--- config.mk ---
export PLATFORM = sky130hd
export DESIGN_NAME = wpa_rsn_ie_parser
export DESIGN_NICKNAME = d
export VERILOG_FILES = /design/src/design/wrip_pkg.sv /design/src/design/wrip_front.sv /design/src/design/wrip_queue.sv /design/src/design/wrip_back.sv /design/src/design/wpa_rsn_ie_parser.sv
export SDC_FILE = /design/constraint.sdc
export NUM_CORES = 1
export LEC_CHECK = 0
export ABC_AREA = 1
export ABC_CLOCK_PERIOD_IN_PS = 7200
export BUFFER_PORTS_ARGS = -buffer_cell sky130_fd_sc_hd__buf_2
export CAP_MARGIN = 40
export CORE_ASPECT_RATIO = 0.7
export CORE_UTILIZATION = 60
export CTS_BUF_LIST = sky130_fd_sc_hd__clkbuf_16
export DETAILED_ROUTE_END_ITERATION = 10
export PLACE_DENSITY = 0.85
export SLEW_MARGIN = 25
export SYNTH_ARGS = -nofsm -noshare
export SYNTH_HDL_FRONTEND = slang
export SYNTH_SLANG_ARGS = --single-unit
--- constraint.sdc ---
create_clock -name clk -period 7.2 [get_ports clk]
set_input_delay 0.36 -clock clk [delete_from_list [all_inputs] [get_ports clk]]
set_output_delay 0.36 -clock clk [all_outputs]
set_load 0.1 [all_outputs]
--- src/design/wrip_pkg.sv ---
package wrip_pkg;

  typedef struct packed {
    logic [7:0]  data_byte;
    logic        first_byte;
    logic [15:0] buffer_length;
  } in_item_t;

  typedef struct packed {
    logic [3:0]  event_kind;
    logic [15:0] event_value;
    logic        proprietary;
    logic        is_rsn;
    logic        last_of_run;
  } out_item_t;

  // One decoded event, before the end-of-run marker is attached.
  typedef struct packed {
    logic [3:0]  kind;
    logic [15:0] value;
    logic        prop;
    logic        rsn;
  } event_t;

  localparam int unsigned MAX_EVENTS = 7;

  // All events caused by one input byte; count is 1..MAX_EVENTS.
  typedef struct packed {
    logic [2:0]                  count;
    event_t [MAX_EVENTS-1:0]     ev;
  } run_t;

  typedef enum logic [11:0] {
    PH_ID     = 12'b0000_0000_0001,
    PH_LEN    = 12'b0000_0000_0010,
    PH_RAW    = 12'b0000_0000_0100,
    PH_HOLD   = 12'b0000_0000_1000,
    PH_VER    = 12'b0000_0001_0000,
    PH_GROUP  = 12'b0000_0010_0000,
    PH_PCNT   = 12'b0000_0100_0000,
    PH_PSUITE = 12'b0000_1000_0000,
    PH_ACNT   = 12'b0001_0000_0000,
    PH_ASUITE = 12'b0010_0000_0000,
    PH_CAP    = 12'b0100_0000_0000,
    PH_SKIP   = 12'b1000_0000_0000
  } phase_t;

  localparam logic [3:0] EV_START      = 4'd0;
  localparam logic [3:0] EV_RAW        = 4'd1;
  localparam logic [3:0] EV_VERSION    = 4'd2;
  localparam logic [3:0] EV_GROUP      = 4'd3;
  localparam logic [3:0] EV_GROUP_TKIP = 4'd4;
  localparam logic [3:0] EV_PAIR_TKIP  = 4'd5;
  localparam logic [3:0] EV_PCOUNT     = 4'd6;
  localparam logic [3:0] EV_PSUITE     = 4'd7;
  localparam logic [3:0] EV_ACOUNT     = 4'd8;
  localparam logic [3:0] EV_ASUITE     = 4'd9;
  localparam logic [3:0] EV_PREAUTH    = 4'd10;

  localparam logic [7:0] ID_RSN    = 8'h30;
  localparam logic [7:0] ID_VENDOR = 8'hdd;
  localparam logic [7:0] WPA_TYPE  = 8'h01;

  function automatic logic [7:0] oui_byte(input logic rsn, input logic [1:0] idx);
    logic [7:0] r;
    r = 8'h00;
    unique case (idx)
      2'd0: r = 8'h00;
      2'd1: r = rsn ? 8'h0f : 8'h50;
      2'd2: r = rsn ? 8'hac : 8'hf2;
      default: r = 8'h00;
    endcase
    return r;
  endfunction

  function automatic event_t mk_ev(input logic [3:0] kind, input logic [15:0] value,
                                   input logic prop, input logic rsn);
    event_t e;
    e.kind  = kind;
    e.value = value;
    e.prop  = prop;
    e.rsn   = (kind >= EV_VERSION) ? rsn : 1'b0;
    return e;
  endfunction

endpackage

--- src/design/wrip_front.sv ---
module wrip_front
  import wrip_pkg::*;
(
  input  logic     clk,
  input  logic     rst_n,
  input  logic     acc,
  input  in_item_t item,
  output logic     run_push,
  output run_t     run
);

  phase_t      phase_r, cur_phase, nxt_phase;
  logic [15:0] rem_r, cur_rem, nxt_rem;
  logic [8:0]  pos_r, cur_pos, nxt_pos;
  logic [8:0]  eff_r, cur_eff, nxt_eff;
  logic        rsn_r, cur_rsn, nxt_rsn;
  logic [15:0] sl_r, cur_sl, nxt_sl;
  logic        om_r, cur_om, nxt_om;
  logic [7:0]  low_r, cur_low, nxt_low;
  logic [7:0]  held_r [6];
  logic        held_we;
  logic [2:0]  held_idx;

  logic [7:0]  b;
  logic [8:0]  p, left;
  logic [2:0]  n;
  logic        step;
  logic [16:0] want, avail;
  logic [15:0] cnt;
  logic [1:0]  sub;
  logic [7:0]  oui_b;
  logic        wpa_ok;

  assign b = item.data_byte;

  always_comb begin
    cur_phase = phase_r;
    cur_rem   = rem_r;
    cur_pos   = pos_r;
    cur_eff   = eff_r;
    cur_rsn   = rsn_r;
    cur_sl    = sl_r;
    cur_om    = om_r;
    cur_low   = low_r;
    if (item.first_byte) begin
      cur_phase = PH_ID;
      cur_rem   = item.buffer_length;
      cur_pos   = '0;
      cur_eff   = '0;
      cur_rsn   = 1'b0;
      cur_sl    = '0;
      cur_om    = 1'b1;
      cur_low   = '0;
    end

    nxt_phase = cur_phase;
    nxt_rem   = cur_rem;
    nxt_pos   = cur_pos;
    nxt_eff   = cur_eff;
    nxt_rsn   = cur_rsn;
    nxt_sl    = cur_sl;
    nxt_om    = cur_om;
    nxt_low   = cur_low;
    held_we   = 1'b0;
    held_idx  = '0;
    run       = '0;
    n         = '0;
    step      = 1'b0;
    p         = cur_pos;
    left      = (cur_eff > cur_pos) ? cur_eff - cur_pos - 9'd1 : '0;
    want      = {9'd0, b} + 17'd2;
    avail     = {1'b0, cur_rem} + 17'd1;
    cnt       = {b, cur_low};
    // pairwise suites start two bytes off the 4-byte grid of the other suites
    sub       = (cur_phase == PH_PSUITE) ? cur_pos[1:0] - 2'd2 : cur_pos[1:0];
    oui_b     = oui_byte(cur_rsn, sub);
    wpa_ok    = (held_r[2] == oui_byte(1'b0, 2'd0)) && (held_r[3] == oui_byte(1'b0, 2'd1)) &&
                (held_r[4] == oui_byte(1'b0, 2'd2)) && (b == WPA_TYPE);

    if (cur_rem != 16'd0) begin
      step = 1'b1;
      unique case (cur_phase)
        PH_ID: begin
          if (cur_rem < 16'd2) begin
            // lone trailing byte: consume silently
            step    = 1'b0;
            nxt_rem = cur_rem - 16'd1;
          end else begin
            p        = '0;
            held_we  = 1'b1;
            held_idx = 3'd0;
            nxt_rsn  = (b == ID_RSN);
            run.ev[n] = mk_ev(EV_START, {8'd0, b}, 1'b0, 1'b0);
            n = n + 3'd1;
            if (b != ID_RSN && b != ID_VENDOR) begin
              run.ev[n] = mk_ev(EV_RAW, {8'd0, b}, 1'b0, 1'b0);
              n = n + 3'd1;
            end
            nxt_phase = PH_LEN;
          end
        end
        PH_LEN: begin
          held_we  = 1'b1;
          held_idx = 3'd1;
          nxt_eff  = (want < avail) ? want[8:0] : avail[8:0];
          if (held_r[0] == ID_RSN && nxt_eff >= 9'd4) begin
            nxt_phase = PH_VER;
          end else if (held_r[0] == ID_VENDOR && nxt_eff >= 9'd8) begin
            nxt_phase = PH_HOLD;
          end else begin
            if (held_r[0] == ID_RSN || held_r[0] == ID_VENDOR) begin
              run.ev[n] = mk_ev(EV_RAW, {8'd0, held_r[0]}, 1'b0, 1'b0);
              n = n + 3'd1;
            end
            run.ev[n] = mk_ev(EV_RAW, {8'd0, b}, 1'b0, 1'b0);
            n = n + 3'd1;
            nxt_phase = PH_RAW;
          end
        end
        PH_HOLD: begin
          if (p < 9'd6) begin
            held_we  = 1'b1;
            held_idx = p[2:0];
          end
          if (p >= 9'd5) begin
            if (wpa_ok) begin
              nxt_phase = PH_VER;
            end else begin
              for (int i = 0; i < 5; i++) begin
                run.ev[i] = mk_ev(EV_RAW, {8'd0, held_r[i]}, 1'b0, 1'b0);
              end
              run.ev[5] = mk_ev(EV_RAW, {8'd0, b}, 1'b0, 1'b0);
              n = 3'd6;
              nxt_phase = PH_RAW;
            end
          end
        end
        PH_VER: begin
          if (!p[0]) begin
            nxt_low = b;
          end else begin
            run.ev[n] = mk_ev(EV_VERSION, cnt, 1'b0, cur_rsn);
            n = n + 3'd1;
            if (left < 9'd4) begin
              run.ev[n] = mk_ev(EV_GROUP_TKIP, 16'd0, 1'b0, cur_rsn);
              n = n + 3'd1;
              run.ev[n] = mk_ev(EV_PAIR_TKIP, 16'd0, 1'b0, cur_rsn);
              n = n + 3'd1;
              nxt_phase = PH_SKIP;
            end else begin
              nxt_phase = PH_GROUP;
            end
          end
        end
        PH_GROUP, PH_PSUITE, PH_ASUITE: begin
          if (sub != 2'd3) begin
            // track the suite OUI
            if (sub == 2'd0) nxt_om = (b == oui_b);
            else             nxt_om = cur_om & (b == oui_b);
          end else if (cur_phase == PH_GROUP) begin
            run.ev[n] = mk_ev(EV_GROUP, {8'd0, b}, !cur_om, cur_rsn);
            n = n + 3'd1;
            if (left < 9'd2) begin
              run.ev[n] = mk_ev(EV_PAIR_TKIP, 16'd0, 1'b0, cur_rsn);
              n = n + 3'd1;
              nxt_phase = PH_SKIP;
            end else begin
              nxt_phase = PH_PCNT;
            end
          end else begin
            run.ev[n] = mk_ev((cur_phase == PH_PSUITE) ? EV_PSUITE : EV_ASUITE,
                              {8'd0, b}, !cur_om, cur_rsn);
            n = n + 3'd1;
            if (cur_sl != 16'd0) nxt_sl = cur_sl - 16'd1;
            if (nxt_sl == 16'd0) begin
              if (cur_phase == PH_PSUITE) nxt_phase = (left < 9'd2) ? PH_SKIP : PH_ACNT;
              else                        nxt_phase = (left < 9'd1) ? PH_SKIP : PH_CAP;
            end
          end
        end
        PH_PCNT, PH_ACNT: begin
          if (!p[0]) begin
            nxt_low = b;
          end else begin
            run.ev[n] = mk_ev((cur_phase == PH_PCNT) ? EV_PCOUNT : EV_ACOUNT,
                              cnt, 1'b0, cur_rsn);
            n = n + 3'd1;
            if ({9'd0, left} < {cnt, 2'b00}) begin
              nxt_phase = PH_SKIP;
            end else if (cnt != 16'd0) begin
              nxt_sl    = cnt;
              nxt_phase = (cur_phase == PH_PCNT) ? PH_PSUITE : PH_ASUITE;
            end else if (cur_phase == PH_PCNT) begin
              nxt_phase = (left < 9'd2) ? PH_SKIP : PH_ACNT;
            end else begin
              nxt_phase = (left < 9'd1) ? PH_SKIP : PH_CAP;
            end
          end
        end
        PH_CAP: begin
          if (b[0]) begin
            run.ev[n] = mk_ev(EV_PREAUTH, 16'd0, 1'b0, cur_rsn);
            n = n + 3'd1;
          end
          nxt_phase = PH_SKIP;
        end
        PH_RAW: begin
          run.ev[n] = mk_ev(EV_RAW, {8'd0, b}, 1'b0, 1'b0);
          n = n + 3'd1;
        end
        default: begin
        end
      endcase
    end

    if (step) begin
      nxt_pos = p + 9'd1;
      nxt_rem = cur_rem - 16'd1;
      if (nxt_pos >= 9'd2 && nxt_pos >= nxt_eff) nxt_phase = PH_ID;
    end
    run.count = n;
  end

  assign run_push = acc && (n != 3'd0);

  always_ff @(posedge clk) begin
    if (!rst_n) begin
      phase_r <= PH_ID;
      rem_r   <= '0;
      pos_r   <= '0;
      eff_r   <= '0;
      rsn_r   <= 1'b0;
      sl_r    <= '0;
      om_r    <= 1'b1;
      low_r   <= '0;
    end else if (acc) begin
      phase_r <= nxt_phase;
      rem_r   <= nxt_rem;
      pos_r   <= nxt_pos;
      eff_r   <= nxt_eff;
      rsn_r   <= nxt_rsn;
      sl_r    <= nxt_sl;
      om_r    <= nxt_om;
      low_r   <= nxt_low;
    end
  end

  always_ff @(posedge clk) begin
    if (acc && held_we) held_r[held_idx] <= b;
  end

endmodule

--- src/design/wrip_queue.sv ---
module wrip_queue
  import wrip_pkg::*;
#(
  parameter int unsigned DEPTH = 4
) (
  input  logic clk,
  input  logic rst_n,
  input  logic push,
  input  run_t push_data,
  input  logic pop,
  output run_t head,
  output logic empty,
  output logic full
);

  localparam int unsigned AW = (DEPTH > 1) ? $clog2(DEPTH) : 1;
  localparam int unsigned CW = $clog2(DEPTH + 1);

  run_t          mem [DEPTH];
  logic [AW-1:0] wr_r, rd_r;
  logic [CW-1:0] cnt_r;

  assign empty = (cnt_r == CW'(0));
  assign full  = (cnt_r == CW'(DEPTH));
  assign head  = mem[rd_r];

  function automatic logic [AW-1:0] bump(input logic [AW-1:0] a);
    return (a == AW'(DEPTH - 1)) ? '0 : a + AW'(1);
  endfunction

  always_ff @(posedge clk) begin
    if (!rst_n) begin
      wr_r  <= '0;
      rd_r  <= '0;
      cnt_r <= '0;
    end else begin
      if (push) wr_r <= bump(wr_r);
      if (pop)  rd_r <= bump(rd_r);
      if (push && !pop)      cnt_r <= cnt_r + CW'(1);
      else if (pop && !push) cnt_r <= cnt_r - CW'(1);
    end
  end

  always_ff @(posedge clk) begin
    if (push) mem[wr_r] <= push_data;
  end

endmodule

--- src/design/wrip_back.sv ---
module wrip_back
  import wrip_pkg::*;
(
  input  logic      clk,
  input  logic      rst_n,
  input  run_t      head,
  input  logic      q_empty,
  output logic      q_pop,
  input  logic      out_pop,
  output logic      out_empty,
  output out_item_t out_data
);

  logic [2:0] idx_r;
  logic       last;
  event_t     ev;

  assign ev        = head.ev[idx_r];
  assign last      = (idx_r == head.count - 3'd1);
  assign out_empty = q_empty;
  assign q_pop     = out_pop && !q_empty && last;

  always_comb begin
    out_data.event_kind  = ev.kind;
    out_data.event_value = ev.value;
    out_data.proprietary = ev.prop;
    out_data.is_rsn      = ev.rsn;
    out_data.last_of_run = last;
  end

  // advance through the run, drop the entry after its last event
  always_ff @(posedge clk) begin
    if (!rst_n) begin
      idx_r <= '0;
    end else if (out_pop && !q_empty) begin
      idx_r <= last ? 3'd0 : idx_r + 3'd1;
    end
  end

endmodule

--- src/design/wpa_rsn_ie_parser.sv ---
// A byte's events are written into the run queue and reach the output ports once the
// runs ahead of them are sent. Throughput, while out_pop is held high: one byte per
// cycle while each byte yields at most one event, and one event per cycle on the output.
// The run queue between parser and event sender sets how far the input runs ahead.
// Reset (rst_n low, synchronous) empties the queue and returns the parser to element id.
module wpa_rsn_ie_parser
  import wrip_pkg::*;
#(
  parameter int unsigned QUEUE_DEPTH = 4
) (
  input  logic      clk,
  input  logic      rst_n,
  input  logic      in_push,
  output logic      in_full,
  input  in_item_t  in_data,
  output logic      out_empty,
  input  logic      out_pop,
  output out_item_t out_data
);

  logic acc, run_push, q_pop, q_empty;
  run_t run, head;

  assign acc = in_push && !in_full;

  wrip_front u_front (
    .clk      (clk),
    .rst_n    (rst_n),
    .acc      (acc),
    .item     (in_data),
    .run_push (run_push),
    .run      (run)
  );

  wrip_queue #(.DEPTH(QUEUE_DEPTH)) u_queue (
    .clk       (clk),
    .rst_n     (rst_n),
    .push      (run_push),
    .push_data (run),
    .pop       (q_pop),
    .head      (head),
    .empty     (q_empty),
    .full      (in_full)
  );

  wrip_back u_back (
    .clk       (clk),
    .rst_n     (rst_n),
    .head      (head),
    .q_empty   (q_empty),
    .q_pop     (q_pop),
    .out_pop   (out_pop),
    .out_empty (out_empty),
    .out_data  (out_data)
  );

endmodule
==> results_dict.tcl, run 1 <==
set metrics [dict create \
    status "complete, no violations" \
    crit_path_end_kind "flip-flop" \
    p_int_mw 4.82 \
    drtIter0Drc 2904 \
    syn_inst 2547 \
    syn2layout_area_growth_pct 9.14 \
    clk_pin_slew_ns 0.06 \
    critPathRequiredTime_ns 7.70 \
    synth.avg_cell_area_sq_um 8.74 \
    grt_pass1_vias 17700 \
    rsz0062_at_grt "false" \
    yosysSeqAreaShare_pct 51.8 \
    combPwrFrac_pct 39.7 \
    finalSetupViolCount 0 \
    port_buffers 53 \
    io_pins 54 \
    clk_path_buf_depth 3 \
    start_util_pct 61.5 \
    grt_max_degree 95 \
    antenna_found_initial 2 \
    layout_common_cells "nand2_1, nor2_1, edfxtp_1, inv_1, o21ai_0" \
    drc 0 \
    dp.cells 2999 \
    core_sq_um 36200 \
    worstPathMaxFanout 54 \
    synthArstFlopShare_pct 0 \
    cts_sinks 412 \
    wl_per_cell_um 22.3 \
    drv_slew 0 \
    ys_ff_latch 412 \
    insertion_delay_ns 0.58 \
    timing.fmax_mhz 176 \
    gp_congestion 1.00 \
    ctsResizeCount 0 \
    post-route-min-period_ns 5.70 \
    rows 58 \
    cts_root_buffer "clkbuf_16" \
    switchingPower_mw 3.68 \
    dieArea_sq_um 37900 \
    synth_ff_type "edfxtp_1" \
    ir_drop_mv 0.469 \
    cts_hold_buf 0 \
    cpPeakStageDelay_ns 0.61 \
    stdcell_count 3070 \
    finalSetupTns_ns 0 \
    cap_violations 0 \
    drtPass1Iterations 6 \
    syn_area_sq_um 22300 \
    fp.dieW_um 232 \
    arrival_ns 6.20 \
    crit_top_cell "nand2_1" \
    final_common_cell "nand2_1" \
    final_util_pct 67.1 \
    nets 2644 \
    pwr_density_cell_nw_per_um2 349 \
    ys_warn_count 0 \
    pwr-share-seq_pct 35.5 \
    grt_pass1_wl_um 103000 \
    cts_tree "done" \
    grt_overflow 0 \
    wirelength_um 68600 \
    ctsHtreeMaxLevel 2 \
    hp-class "in2reg" \
    hold_violations 0 \
    clkPwrFrac_pct 24.8 \
    routed_via_density 6.37 \
    post-route-period-util_pct 79.1 \
    synth_edf_count 328 \
    ant_nets 0 \
    cts_setup_buffers 0 \
    synth_cell_types 62 \
    switching_share_pct 43.3 \
    skew_ns 0.0308 \
    cts_buffers 40 \
    critPathKind "in2reg" \
    cp_slowest_cell "a21oi_2" \
    drive_gt1_share_pct 10.8 \
    slew_headroom_pct 39.1 \
    die_h_um 163 \
    hpwl_um 46600 \
    worstMarginPinSlew_ns 0.910 \
    vias 19600 \
    grt_use_total_pct 35.9 \
    leakagePower_nw 9.88 \
    syn_nets 2627 \
    start_kind "input pin" \
]
==> sequential cells by signal (all words and copies together), names as in the netlist, named ones only <==
register	count
u_queue.mem	288
u_front.held_r	40
u_front.rem_r	16
u_front.sl_r	16
u_front.phase_r	12
u_front.eff_r	9
u_front.pos_r	9
u_front.low_r	8
u_back.idx_r	3
u_queue.cnt_r	3
u_queue.rd_r	2
u_queue.wr_r	2
u_front.om_r	1
u_front.rsn_r	1
==> power groups by stage <==
stage               sequential, mW  clock [mW]  combinational, mW
global placement              3.07           0               3.15
global route                  3.03        2.19               3.56
floorplan                     3.03           0               2.48
detailed placement            3.06           0               3.27
finish                        3.01        2.11               3.37
CTS                           3.01        2.10               3.29
==> synth_stat cells, types with 7 or more instances <==
cell type / count / area [sq um]
a21oi_2: 12 / 105
inv_2: 18 / 67.6
a21oi_1: 147 / 736
edfxtp_1: 328 / 9850
nand4_1: 32 / 200
nand2_1: 428 / 1610
nand3_1: 110 / 551
o211ai_1: 50 / 375
o221ai_1: 15 / 131
nand2_4: 9 / 101
inv_1: 272 / 1020
nor3_1: 39 / 195
xor2_1: 33 / 289
buf_2: 8 / 40.0
buf_1: 7 / 26.3
dfxtp_1: 84 / 1680
o22ai_1: 55 / 344
nor2_4: 9 / 101
ha_1: 49 / 613
nand3_2: 11 / 110
nor2_1: 337 / 1260
a22o_1: 8 / 70.1
o21ai_1: 8 / 40.0
clkbuf_1: 91 / 342
nor4_1: 18 / 113
o21ai_0: 240 / 1200
nand2_2: 35 / 219
nor2_2: 16 / 100
==> worst max-delay path: cells and delay by family <==
family,cells,cell delay (ns)
AO/OA/AOI/OAI,9,1.85
XOR/XNOR,1,0.28
adder cells (fa/ha/maj),3,0.88
buffers and inverters,4,1.05
AND/OR/NAND/NOR,17,1.70
==> stage by stage <==
step / hold slack [ns] / power (mW) / instance area (sq um) / worst slack (ns)
4_1_cts: 0.214 / 8.41 / 24300 / 1.62
6_report: 0.243 / 8.49 / 24300 / 1.50
3_3_place_gp: 0.452 / 6.22 / 22900 / 1.32
2_1_floorplan: 0.441 / 5.51 / 22300 / 0.723
3_5_place_dp: 0.455 / 6.33 / 23000 / 1.11
5_1_grt: 0.219 / 8.79 / 24300 / 1.07
==> final cells by class <==
cell class	count	area, sq um
clock inverter	25	241
clock buffer	41	1030
sequential	412	11500
inverter	296	1120
antenna	2	5.00
tap	480	601
timing repair buffer	92	674
multi-input combinational	1722	9110
fill	2801	11900
==> metal layers <==
metal	GRT usage, %	up-vias	routed length, um
met5	0	-	13
met4	9.30	2	1580
met3	9.85	147	10200
met2	50.3	1497	28200
met1	54.4	9147	28600
li1	-	8778	-
==> path summary, 6_finish.rpt <==
kind / depth (start not counted) / start / to / slack [ns]
hold / removal: 5 / in_data[14] / u_front.rem_r[14] / 0.24
setup / recovery: 34 / in_data[16] / u_front.phase_r[3] / 1.50
hold reg to reg: 2 / u_front.pos_r[7] / u_front.pos_r[7] / 0.46
setup reg to reg: 32 / u_front.rem_r[0] / u_front.phase_r[3] / 1.90
==> cells by family (layout without fill, tap and decap cells) <==
| kind of cell | after synthesis | after routing | share of synthesized area, % |
|---|---|---|---|
| adder cells (fa/ha/maj) | 51 | 51 | 2.93 |
| flip-flops | 412 | 412 | 51.8 |
| buffers and inverters | 413 | 454 | 7.48 |
| other | 0 | 2 | 0 |
| XOR/XNOR | 39 | 39 | 1.53 |
| AND/OR/NAND/NOR | 1058 | 1058 | 21.1 |
| AO/OA/AOI/OAI | 574 | 574 | 15.1 |
Power figures use the tool's default switching activity.
==> run 2: changes to the inputs <==
- ABC_CLOCK_PERIOD_IN_PS: 7200 -> 5900
- clock period: 7.2 -> 5.9 ns (I/O delays scaled with it)
==> run 2 against run 1 <==
Net effect: combinational power grew 23%; flip-flop and latch count unchanged; total power grew 21%.
==> results_dict.tcl, run 2 (synthesis gave the netlist of run 1 again) <==
set metrics [dict create \
    worstPathMaxFanout 15 \
    ctsResizeCount 0 \
    clk_path_buf_depth 3 \
    hp-class "in2reg" \
    min_path_cells 1 \
    post-route-period-util_pct 89.4 \
    post-route-min-period_ns 5.28 \
    largest_reg_flops 288 \
    cts_setup_buffers 0 \
    hold_violations 0 \
    leakagePower_nw 9.95 \
    cts_sinks 412 \
    cts_tree "done" \
    wirelength_um 69800 \
    drv_slew 0 \
    met1_length_um 29200 \
    reg_top3 "u_queue.mem: 288 flops, u_front.held_r: 40 flops" \
    critPathKind "reg2reg" \
    vias 19700 \
    slew_headroom_pct 40.4 \
    fp.dieW_um 232 \
    dp_slack_ns 0.305 \
    top_layer "met5" \
    crit_top_cell "nand2_1" \
    worstMarginPinSlew_ns 0.882 \
    timing.fmax_mhz 190 \
    cts_root_buffer "clkbuf_16" \
    layout_common_cells "nand2_1, nor2_1, edfxtp_1, inv_1, o21ai_0" \
    cpPeakStageDelay_ns 0.64 \
    rows 58 \
    grt_max_degree 93 \
    routed_via_density 6.35 \
    drtIter0Drc 3257 \
    core_sq_um 36200 \
    port_buffers 53 \
    met2_length_um 28500 \
    rsz0062_at_grt "false" \
    crit_path_end_kind "flip-flop" \
    gp_congestion 1.04 \
    dp.cells 3017 \
    final_common_cell "nand2_1" \
    wl_per_cell_um 22.5 \
    skew_ns 0.0205 \
    clk_pin_slew_ns 0.07 \
    cts_buffers 40 \
    multi_input_area_sq_um 9120 \
    top_register "u_queue.mem" \
    ant_nets 0 \
    stdcell_count 3095 \
    nets 2664 \
    insertion_delay_ns 0.58 \
    ir_drop_mv 0.648 \
    start_util_pct 61.5 \
    grt_use_total_pct 36.9 \
    finalSetupViolCount 0 \
    grt_overflow 0 \
    cap_violations 0 \
    syn2layout_area_growth_pct 9.88 \
    wl_met3_um 10100 \
    drive_gt1_share_pct 11.8 \
    start_kind "flip-flop" \
    seq_area_sq_um 11500 \
    critPathRequiredTime_ns 6.40 \
    dieArea_sq_um 37900 \
    arrival_ns 5.77 \
    layout_setup_ws_ns 0.625 \
    ctsHtreeMaxLevel 2 \
    grt_pass1_wl_um 106000 \
    die_h_um 163 \
    drtPass1Iterations 6 \
    grt_pass1_vias 18300 \
    fill_cells 2761 \
    postLayoutCellArea_sq_um 24500 \
    cts_hold_buf 0 \
    postPlaceCellArea_sq_um 23200 \
    antenna_found_initial 4 \
    ff2ff_path_depth 32 \
    hpwl_um 48200 \
    io_pins 54 \
    cp_slowest_cell "a21oi_2" \
    status "complete, no violations" \
    holdWs_ns 0.0496 \
    pwr_density_cell_nw_per_um2 421 \
    drc 0 \
]
[run 2: changes by cell type in the layout (fill, tap and decap cells not counted), sizes merged, moves of 2 or more]
cell,previous run,this run
buf,90,112
clkinvlp,1,6
clkbuf,42,40
bufinv,4,1
clkinv,15,19
[run 2: path summary, 6_finish.rpt]
check / from / end / slack (ns)
setup / recovery: u_front.rem_r[0] / u_front.phase_r[3] / 0.62
hold / removal: in_data[23] / u_front.held_r[4][6] / 0.05
setup reg to reg: u_front.rem_r[0] / u_front.phase_r[3] / 0.62
hold reg to reg: u_front.sl_r[15] / u_front.sl_r[15] / 0.47
[run 2: metal layers]
metal	vias to the layer above	global-route usage, %
li1	8823	-
met1	9191	55.1
met2	1457	52.1
met3	171	10.2
met4	8	10.4
met5	-	0
[run 2: power breakdown]
part	internal, mW	switching (mW)	total, mW
sequential	3.54	0.159	3.70
clock	1.30	1.17	2.47
combinational	0.922	3.22	4.14
[run 2: per-stage QoR]
step	power, mW	setup TNS (ns)	util (%)
after CTS	10.2	0	67.4
after detailed placement	7.76	0	64.0
after global routing	10.7	0	67.6
after floorplan	6.72	-147.39	-
after global placement	7.63	0	63.9
final	10.3	0	67.6
[run 2: final cells by class]
| type | instances | area share [%] |
|---|---|---|
| diodes | 1 | 0.0102 |
| clock buffers | 40 | 4.09 |
| clock inverters | 32 | 0.925 |
| inverters | 296 | 4.57 |
| multi-input cells | 1722 | 37.3 |
| flip-flops and latches | 412 | 47.1 |
| well taps | 480 | 2.45 |
| repair buffers | 112 | 3.56 |
[run 2: worst max-delay path, delay by kind of cell, from the launching register on]
family	cells	cell delay (ns)
fa+ha+maj	3	0.89
xor+xnor	1	0.27
compound gates	9	1.94
buf+inv	2	0.13
flops	1	0.34
simple gates	17	1.63
